File: src/sv/ghbac_pkg.sv
`timescale 1ns / 1ps

package ghbac_pkg;

  // fixed field widths
  localparam int ADDR_W = 64;
  localparam int DEG_W  = 5;

  // prefetch degree after reset
  localparam logic [DEG_W-1:0] DEG_RESET = 5'd16;

  // controller states
  typedef enum logic [2:0] {
    ST_CLEAR,
    ST_IDLE,
    ST_START,
    ST_STEP,
    ST_HIST,
    ST_FLUSH,
    ST_PUSH
  } ghbac_state_t;

  // controller to datapath commands
  typedef struct packed {
    logic clr_en;
    logic idx_rd;
    logic start_load;
    logic hist_rd;
    logic hist_load;
    logic pend_set;
    logic out_mid;
    logic out_last;
    logic push;
  } ghbac_cmd_t;

  // datapath to controller status
  typedef struct packed {
    logic clr_done;
    logic walk_go;
    logic cand_valid;
    logic pend_valid;
    logic out_free;
  } ghbac_sts_t;

endpackage

File: src/sv/ghbac_ctrl.sv
`timescale 1ns / 1ps

module ghbac_ctrl (
  input  logic                clk,
  input  logic                rst_n,
  input  logic                in_valid,
  input  logic                in_was_hit,
  output logic                in_ready,
  input  ghbac_pkg::ghbac_sts_t sts,
  output ghbac_pkg::ghbac_cmd_t cmd
);
  import ghbac_pkg::*;

  ghbac_state_t state_r, state_nxt;
  logic         hist_go;

  // a step may retire unless a pending prefetch must move out to a busy output
  assign hist_go = !sts.cand_valid || !sts.pend_valid || sts.out_free;

  // state register
  always_ff @(posedge clk) begin
    if (!rst_n) begin
      state_r <= ST_CLEAR;
    end else begin
      state_r <= state_nxt;
    end
  end

  // next state
  always_comb begin
    state_nxt = state_r;
    case (state_r)
      ST_CLEAR: begin
        if (sts.clr_done) state_nxt = ST_IDLE;
      end
      ST_IDLE: begin
        if (in_valid && !in_was_hit) state_nxt = ST_START;
      end
      ST_START: begin
        state_nxt = ST_STEP;
      end
      ST_STEP: begin
        state_nxt = sts.walk_go ? ST_HIST : ST_FLUSH;
      end
      ST_HIST: begin
        if (hist_go) state_nxt = ST_STEP;
      end
      ST_FLUSH: begin
        if (!sts.pend_valid || sts.out_free) state_nxt = ST_PUSH;
      end
      ST_PUSH: begin
        state_nxt = ST_IDLE;
      end
      default: begin
        state_nxt = ST_CLEAR;
      end
    endcase
  end

  // outputs
  always_comb begin
    cmd      = '0;
    in_ready = 1'b0;
    case (state_r)
      ST_CLEAR: begin
        cmd.clr_en = 1'b1;
      end
      ST_IDLE: begin
        in_ready   = 1'b1;
        cmd.idx_rd = in_valid && !in_was_hit;
      end
      ST_START: begin
        cmd.start_load = 1'b1;
      end
      ST_STEP: begin
        cmd.hist_rd = sts.walk_go;
      end
      ST_HIST: begin
        cmd.hist_load = hist_go;
        cmd.pend_set  = hist_go && sts.cand_valid && !sts.pend_valid;
        cmd.out_mid   = hist_go && sts.cand_valid && sts.pend_valid;
      end
      ST_FLUSH: begin
        cmd.out_last = sts.pend_valid && sts.out_free;
      end
      ST_PUSH: begin
        cmd.push = 1'b1;
      end
      default: begin
        cmd = '0;
      end
    endcase
  end

endmodule

File: config.mk
export PLATFORM = sky130hd
export DESIGN_NAME = ghbac_ctrl
export DESIGN_NICKNAME = d
export VERILOG_FILES = /design/src/sv/ghbac_pkg.sv /design/src/sv/ghbac_ctrl.sv
export SDC_FILE = /design/constraint.sdc
export NUM_CORES = 1
export LEC_CHECK = 0
export BUFFER_PORTS_ARGS = -buffer_cell sky130_fd_sc_hd__buf_2
export CAP_MARGIN = 20
export CORE_AREA = 10 10 47 49
export DETAILED_ROUTE_END_ITERATION = 10
export DIE_AREA = 0 0 57 59
export GPL_ROUTABILITY_DRIVEN = 0
export PLACE_DENSITY = 0.49
export SETUP_SLACK_MARGIN = 0.02
export SLEW_MARGIN = 20
export SYNTH_ARGS = -nofsm -noshare
export SYNTH_HDL_FRONTEND = slang
export SYNTH_SLANG_ARGS = --single-unit
export TNS_END_PERCENT = 100
File: constraint.sdc
create_clock -name clk -period 1.3 [get_ports clk]
set_input_delay 0.26 -clock clk [delete_from_list [all_inputs] [get_ports clk]]
set_output_delay 0.26 -clock clk [all_outputs]
set_load 0.03 [all_outputs]
Yosys cells after proc, flatten, opt, wreduce, memory -nomap -nowiden
Cells that the tools add are included.
Storage, ports and cells
  register bits after elaboration: 3
  input bits: 9
  output and inout port bits: 10
Cells by class
  equal/unequal tests: 10
  multiplexer cells: 14
  reduce and logical (&&, ||, !) cells: 13
Operators with widths (number)
  case mux 3 bit (7 select lines): 1
  two-way mux 3 bit: 5
  == test 3 bit (second input constant): 3
  two-way mux 1 bit: 8
  != test 2 bit (second input constant): 4
  == test 3 x 2 -> 1 bit (second input constant): 2
  logical AND 1 bit: 5
  AND reduction 4 bit: 1
  == test 3 x 1 -> 1 bit (second input constant): 1
  logical NOT 1 bit: 3
  logical NOT 3 bit: 1
  logical OR 1 bit: 3

Depth between registers and ports, before layout
Gate-level depths: netlist of run 1.
  depth after elaboration: 6
  gate-level depth with buffers: 4
  gate-level depth less buffers: 3

Least setup slack after synthesis of run 1
OpenSTA, ideal clock, no wires.
  kind: flip-flop to output port
  from: register state_r[0]
  to: output cmd[7] (netlist name)
  arrival: 1.785 ns
  required time: 1.040 ns
  slack: -0.745 ns
  cell stages (with the launch flop): 4
  cell sequence: dfxtp_1 -> clkbuf_1 -> inv_1 -> nor4b_1
RTL lines
  start: declaration: RTL line ghbac_ctrl.sv:14  | ghbac_state_t state_r, state_nxt;
  start signal: assignment: RTL line ghbac_ctrl.sv:25  | state_r <= state_nxt;
  end: declaration: RTL line ghbac_ctrl.sv:10  | output ghbac_pkg::ghbac_cmd_t cmd

==> reports/summary.txt, run 1 <==
LOGIC SYNTHESIS
-----------------------------------------------------------------------------------------------------------------
Netlist Area Pre-Place .............................................................................     300 um^2
Netlist cell types .................................................................................           26
Share of synthesized area spent on multiplexers ....................................................           0%
Proportion of synthesized chip area in sequential cells ............................................        20.0%
Mapped Nets ........................................................................................           49
Average instance area after synthesis ..............................................................    7.51 um^2
Number of synthesized register bits ................................................................            3
Synth Area in XOR/XNOR .............................................................................        2.92%
Area fraction in compound gates after synthesis ....................................................        20.8%
Arithmetic-cell share of the synthesized area counting full adders, half adders and majority gates .           0%
Number of instances in the synthesized netlist .....................................................           40
Syn. warnings ......................................................................................            0
Combinational family with the most area after synthesis ............................................ simple AND/OR/NAND/NOR gates
Area fraction in and, or, nand and nor cells after synthesis .......................................        50.0%

CLOCKING
-----------------------------------------------------------------------------------------------------------------
Clock slew at reported path FFs ....................................................................      0.04 ns
Max clock buf depth ................................................................................            2
Clock Latency Late Sink ............................................................................      0.24 ns
CTS sink count .....................................................................................            3
Total CTS buffers ..................................................................................            3
Library cell used as clock root buffer .............................................................     clkbuf_4
CTS tree ...........................................................................................        built
H-Tree Depth .......................................................................................            1

FLOORPLANNING
-----------------------------------------------------------------------------------------------------------------
Core Box Area ...................................................................................... 0.00140 mm^2
Io pins ............................................................................................           19
Initial core utilization ...........................................................................        21.4%
Total number of placement rows .....................................................................           14
Total die area ..................................................................................... 0.00336 mm^2
Chip height ........................................................................................        59 um
Die span in x ......................................................................................        57 um

POWER
-----------------------------------------------------------------------------------------------------------------
Leakage power figure ...............................................................................     0.316 nW
Post-route total power .............................................................................     0.673 mW
Worst-case vdd ir drop .............................................................................     0.390 mV
Cell Pwr Density ...................................................................................  943 mW/mm^2

FINAL LAYOUT
-----------------------------------------------------------------------------------------------------------------
Proportion of layout cells with a drive suffix above 1 .............................................        74.0%
Largest reg by FF count ............................................................................      state_r
Non-filler cells, final ............................................................................           89
Diode count ........................................................................................            0
Leading registers by flop count ....................................................................   state_r x3
Area growth from synthesis to final layout .........................................................         138%
Most common library cell in the layout ignoring fill and taps ......................................        buf_6
Leading cell types in the layout, fill and taps excluded ........................................... buf_6 (15), buf_2 (8), buf_4 (6), nor2_2 (4)
Net count, final ...................................................................................           83
Flip-flop count of the largest register, all copies and words added ................................            3
Final instance area ................................................................................     714 um^2
Fill cell total of the finished layout .............................................................          135

DETAILED ROUTING
-----------------------------------------------------------------------------------------------------------------
Remaining routing DRC violations ...................................................................            0
1st-pass router iterations .........................................................................            4
WL/cell ............................................................................................      14.1 um
Ratio of routed vias to standard cells .............................................................         4.88
Antenna-violating nets left ........................................................................            0
Routed vias ........................................................................................          434
Wire length after detailed routing .................................................................      1260 um
Iteration-0 DRC Markers ............................................................................           13

GLOBAL ROUTING
-----------------------------------------------------------------------------------------------------------------
Pin count of the biggest net entering global routing ...............................................            6
Total routing usage reported by global routing .....................................................        7.88%
Initial antenna violation count ....................................................................            0
Number of global-route vias before repair ..........................................................          453
Overall overflow remaining after global route ......................................................            0
Global-route wire length before repair .............................................................      2030 um

PLACEMENT
-----------------------------------------------------------------------------------------------------------------
Cell Area, Placed ..................................................................................     470 um^2
Number of instances in the placed design ...........................................................           77
IO Port Bufs .......................................................................................           18
Detail Placement HPWL ..............................................................................       812 um

SETUP PATH
-----------------------------------------------------------------------------------------------------------------
Highest cell delay on the worst timing path ........................................................      0.42 ns
Crit-path slowest cell .............................................................................       or3b_4
Required time at the worst-slack endpoint ..........................................................      1.04 ns
Number of buffer and inverter instances along the worst setup path .................................            1
Startpoint type of the worst setup path ............................................................    flip-flop
Arrival time worst endpoint ........................................................................      1.34 ns
Crit Path Category ................................................................................. flip-flop to output port
Gate family responsible for the most delay along the worst path .................................... simple AND/OR/NAND/NOR gates
Biggest fanout along the worst timing path .........................................................            4
Sequence of cells on the critical path ............................................................. or3b_4 -> nor3b_4 -> buf_6
Sort of element at the end of the critical path ....................................................  output port

STA
-----------------------------------------------------------------------------------------------------------------
Final critical-path required period ................................................................      1.60 ns
Measured slew at the worst slew-check pin ..........................................................     0.243 ns
Minimum hold slack .................................................................................     0.294 ns
Unrepaired setup endpoints after global routing ....................................................          yes
Number of failing setup endpoints in the final timing report .......................................           12
Final worst-path cycle share .......................................................................         123%
F_max ..............................................................................................      624 MHz
Setup Total Neg Slack ..............................................................................     -1.87 ns
Post-route setup slack .............................................................................    -0.304 ns
Clock Skew .........................................................................................  0.000742 ns
Remaining max-slew budget at the tightest pin ......................................................        83.7%
Number of hold violations in the final report ......................................................            0
Number of max-slew violations in the final report ..................................................            0

STATUS
-----------------------------------------------------------------------------------------------------------------
Result of the run .................................................................................. complete, but fails checks
Violated checks .................................................................................... setup timing

MIN PATH
-----------------------------------------------------------------------------------------------------------------
Classification of the worst-slack hold path ........................................................ input port to flip-flop

RUN
-----------------------------------------------------------------------------------------------------------------
Max-cap violations .................................................................................            0

synth_stat cells:
cell type	instances	area, um^2
nand3_1	2	10.0
inv_1	1	3.75
or3b_4	1	11.3
clkbuf_1	1	3.75
or4_1	1	7.51
and3_2	1	7.51
nor3b_1	2	15.0
nand2_1	3	11.3
nor2b_1	1	6.26
xnor2_1	1	8.76
o21bai_1	1	7.51
a21bo_1	1	10.0
o32a_1	1	10.0
o22ai_1	1	6.26
nand3b_1	1	7.51
o21a_1	1	7.51
dfxtp_1	3	60.1
buf_6	1	11.3
or2b_1	1	7.51
or2_4	1	8.76
and3b_1	1	8.76
and2_1	1	6.26
nor4b_1	1	8.76
a21oi_1	1	5.00
o311ai_2	1	16.3
nor2_1	9	33.8
metrics by stage:
stage	worst slack, ns	util, %
floorplan	-0.132	-
global placement	-0.0905	33.6
detailed placement	-0.0941	33.6
CTS	-0.311	48.5
global route	-0.355	51.0
finish	-0.304	51.0
cell type report:
cell class                 instances  area, um^2  area share (%)
clock buffer                       4        26.3            3.68
inverter                           1        7.51            1.05
multi-input combinational         34         308            43.1
sequential                         3        63.8            8.93
tap                               16        20.0            2.80
timing repair buffer              31         289            40.5
logic make-up (layout without fill, tap and decap cells):
kind of cell / Yosys count / after routing
compound gates: 7 / 7
flops: 3 / 3
xor+xnor: 1 / 1
simple gates: 26 / 26
buf+inv: 3 / 36
report_power, final:
| part | leakage, nW | switching (mW) | internal, mW |
|---|---|---|---|
| Sequential | 0.0258 | 0.00852 | 0.105 |
| Combinational | 0.275 | 0.184 | 0.206 |
| Clock | 0.0150 | 0.0545 | 0.115 |
metal layers:
metal  global-route usage (%)  wire length (um)
met4                     8.05                28
met5                        0                 0
met1                     6.91               462
met2                     12.7               632
met3                     3.86               131
what timing repair did:
action / CTS / global route
gates cloned: 1 / 0
buffers inserted: 4 / 4
gates resized for setup: 37 / 4
hold buffers: 0 / 0
pin swaps: 9 / 5
endpoints found under the setup margin: 12 / 12
tightest hold or removal path, stage by stage:
cell,delay [ns]
buf_2,0.13
o311ai_4,0.07
a21oi_2,0.03
final timing paths:
path,startpoint,end,slack (ns),depth (start not counted)
worst max-delay path,state_r[2],cmd[3],-0.30,3
worst min-delay path,rst_n,state_r[0],0.29,3
worst max register to register,state_r[0],state_r[1],-0.08,6
worst min register to register,state_r[2],state_r[2],0.78,4
Power figures use the tool's default switching activity.
==> inputs of run 2 (changes only) <==
--- a/config.mk
+++ b/config.mk
@@ -11,7 +11,7 @@
 export DETAILED_ROUTE_END_ITERATION = 10
 export DIE_AREA = 0 0 57 59
 export GPL_ROUTABILITY_DRIVEN = 0
-export PLACE_DENSITY = 0.49
+export PLACE_DENSITY = 0.47
 export SETUP_SLACK_MARGIN = 0.02
 export SLEW_MARGIN = 20
 export SYNTH_ARGS = -nofsm -noshare
==> constraint.sdc (replaced) <==
create_clock -name clk -period 1.8 [get_ports clk]
set_input_delay 0.36 -clock clk [delete_from_list [all_inputs] [get_ports clk]]
set_output_delay 0.36 -clock clk [all_outputs]
set_load 0.03 [all_outputs]
==> run 2 against run 1 <==
- the flow now finishes without violations
- sequential share of layout area rose by 4.9 points
- combinational power shrank 63%
- utilization down 17 points
- first-iteration DRC count fell by 92%
- setup slack better by 0.38 ns
- register-to-register slack better by 0.52 ns
- power fell by 47%
- sequential power is 21% lower
- final cell count decreased by 12%
- highest routed layer is now met3
==> reports/summary.txt, run 2 (same netlist as run 1, synthesis figures left out) <==
FLOORPLANNING
----------------------------------------------------------------------------------
Die span in x .......................................................        57 um   unchanged
Core Box Area ....................................................... 0.00140 mm^2   unchanged
Io pins .............................................................           19   unchanged
Initial core utilization ............................................        21.4%   unchanged
Total die area ...................................................... 0.00336 mm^2   unchanged
Chip height .........................................................        59 um   unchanged
Total number of placement rows ......................................           14   unchanged

CLOCKING
----------------------------------------------------------------------------------
CTS sink count ......................................................            3   unchanged
Total CTS buffers ...................................................            3   unchanged
Max clock buf depth .................................................            2   unchanged
Setup Fix Bufs, Post-CTS ............................................            0   -4
Library cell used as clock root buffer ..............................     clkbuf_4
H-Tree Depth ........................................................            1   unchanged
Clock slew at reported path FFs .....................................      0.04 ns   about the same
Clock Latency Late Sink .............................................      0.23 ns   about the same
Post-CTS Hold Fix Bufs ..............................................            0   unchanged
CTS tree ............................................................        built

SETUP PATH
----------------------------------------------------------------------------------
Biggest fanout along the worst timing path ..........................            8   +4
Sort of element at the end of the critical path .....................  output port
Required time at the worst-slack endpoint ...........................      1.44 ns   +0.40 ns
Crit-path slowest cell ..............................................       or3b_4
Arrival time worst endpoint .........................................      1.36 ns   +0.02 ns
Worst Reg-to-Reg Cells ..............................................            4   -2
Sequence of cells on the critical path .............................. or3b_4 -> nor3b_2 -> buf_4
Startpoint type of the worst setup path .............................    flip-flop
Reg-to-reg startpoint ...............................................   state_r[2]
Crit Path Category .................................................. flip-flop to output port
Highest cell delay on the worst timing path .........................      0.43 ns   about the same
Setup slack, reg-to-reg .............................................      0.44 ns   +0.52 ns
Capturing point of the worst reg2reg path ...........................   state_r[1]

STA
----------------------------------------------------------------------------------
Unrepaired setup endpoints after global routing .....................          yes
Number of hold violations in the final report .......................            0   unchanged
Final worst-path cycle share ........................................        95.7%
Remaining max-slew budget at the tightest pin .......................        84.5%   +0.76 points
Final critical-path required period .................................      1.72 ns
Number of failing setup endpoints in the final timing report ........            0   -12
F_max ...............................................................      580 MHz
Measured slew at the worst slew-check pin ...........................     0.232 ns   -0.0112 ns
Clock Skew ..........................................................   0.00255 ns   +0.00181 ns
Post-route setup slack ..............................................    0.0771 ns   +0.381 ns
Number of max-slew violations in the final report ...................            0   unchanged
Setup Total Neg Slack ...............................................         0 ns   +1.87 ns

FINAL LAYOUT
----------------------------------------------------------------------------------
Diode count .........................................................            0   unchanged
Net count, final ....................................................           72   -13%
Sequential cell area ................................................    65.1 um^2   +2.0%
Leading registers by flop count .....................................   state_r x3
Most common library cell in the layout ignoring fill and taps .......        buf_2
Area growth from synthesis to final layout ..........................        56.7%
Largest reg by FF count .............................................      state_r
Proportion of layout cells with a drive suffix above 1 ..............        50.0%   -24 points
Flip-flop count of the largest register, all copies and words added .            3   unchanged
Fill cell total of the finished layout ..............................          169   +25%
Leading cell types in the layout, fill and taps excluded ............ buf_2 (16), nor2_1 (9), nand2_1 (3), clkbuf_4 (3), buf_4 (3)
Area of the multi-input gates .......................................     241 um^2   -22%

MIN PATH
----------------------------------------------------------------------------------
Startpoint of the most critical hold path ...........................        rst_n
Number of stages on the worst hold path .............................            2   -1
Classification of the worst-slack hold path ......................... input port to flip-flop
Worst-case hold path end point ......................................   state_r[2]

PLACEMENT
----------------------------------------------------------------------------------
Detail Placement HPWL ...............................................       762 um   -6.2%
Post-placement setup slack ..........................................     0.241 ns   +0.335 ns
IO Port Bufs ........................................................           18   unchanged

STATUS
----------------------------------------------------------------------------------
Result of the run ................................................... finished, final reports clean

DETAILED ROUTING
----------------------------------------------------------------------------------
Antenna-violating nets left .........................................            0   unchanged
Routed vias .........................................................          364   -16%
Ratio of routed vias to standard cells ..............................         4.67   -4.3%
WL/cell .............................................................      12.0 um   -15%
1st-pass router iterations ..........................................            4   unchanged
Iteration-0 DRC Markers .............................................            1   -12
Wire length after detailed routing ..................................       935 um   -25%
Remaining routing DRC violations ....................................            0   unchanged

GLOBAL ROUTING
----------------------------------------------------------------------------------
Met1 demand-to-capacity share in global routing .....................        6.30%   -0.61 points
GR peak layer .......................................................         met2
Number of global-route vias before repair ...........................          382   -16%
Pin count of the biggest net entering global routing ................           10   +4
Initial antenna violation count .....................................            0   unchanged
Overall overflow remaining after global route .......................            0   unchanged
Total routing usage reported by global routing ......................        5.88%   -2.0 points
Global-route wire length before repair ..............................      1620 um   -20%
Global routing usage on met2 ........................................        8.06%   -4.7 points
Global-route met3 utilization .......................................        4.08%   +0.21 points

POWER
----------------------------------------------------------------------------------
Cell Pwr Density ....................................................  752 mW/mm^2   -20%
Post-route total power ..............................................     0.354 mW   -47%
Worst-case vdd ir drop ..............................................     0.233 mV   -40%
Leakage power figure ................................................     0.229 nW   -28%

RUN
----------------------------------------------------------------------------------
Max-cap violations ..................................................            0   unchanged

==> run 2: cell count changes in the layout (fill, tap and decap cells not counted), moves of 3 or more <==
cell    change
buf_6      -14
buf_2       +8
nor2_1      +6
nor2_2      -4
buf_4       -3
==> run 2: power by group <==
group          switching (mW)  total [mW]  internal (mW)
sequential             0.0136      0.0896         0.0761
combinational          0.0814       0.143         0.0619
clock                  0.0376       0.121         0.0833
==> run 2: final cells by class <==
class | count | share of cell area (%)
multi-input cells | 34 | 51.3
repair buffers | 20 | 24.2
flip-flops and latches | 3 | 13.8
clock buffers | 4 | 5.59
well taps | 16 | 4.26
inverters | 1 | 0.798
==> run 2: repair_timing <==
| item | 4_1_cts | 5_1_grt |
|---|---|---|
| resized for setup | 3 | 4 |
| gates cloned | 0 | 0 |
| endpoints found under the setup margin | 2 | 2 |
| endpoints found under the hold margin | 0 | 0 |
| pin swaps | 0 | 3 |
==> run 2: critical path, delay by kind of cell, from the launching register on <==
family	cells	cell delay [ns]
buf+inv	1	0.18
simple gates	2	0.59
flops	1	0.36
==> run 2: per-layer routing <==
metal	share of wire, %	up-vias
met3	16	0
met2	40	19
met1	44	157
met5	0	-
met4	0	0
li1	-	188
==> run 2: worst max path at each step <==
stage,startpoint,end,slack (ns),depth (start not counted)
final,state_r[0],cmd[3],0.08,3
after global routing,state_r[2],cmd[7],0.02,4
after CTS,state_r[0],cmd[3],0.04,3
after detailed placement,state_r[1],cmd[3],0.24,3
after global placement,state_r[1],cmd[3],0.25,3
after floorplan,state_r[0],cmd[7],0.05,3
==> run 2: per-stage QoR <==
stage / util [%] / cell area (um^2) / cells / hold WS (ns)
after CTS: 32.4 / 454 / 78 / 0.380
after detailed placement: 30.1 / 422 / 74 / 0.628
after global placement: 30.1 / 422 / 74 / 0.617
final: 33.6 / 470 / 78 / 0.389
after floorplan: - / 312 / 40 / 0.482
after global routing: 33.6 / 470 / 78 / 0.380
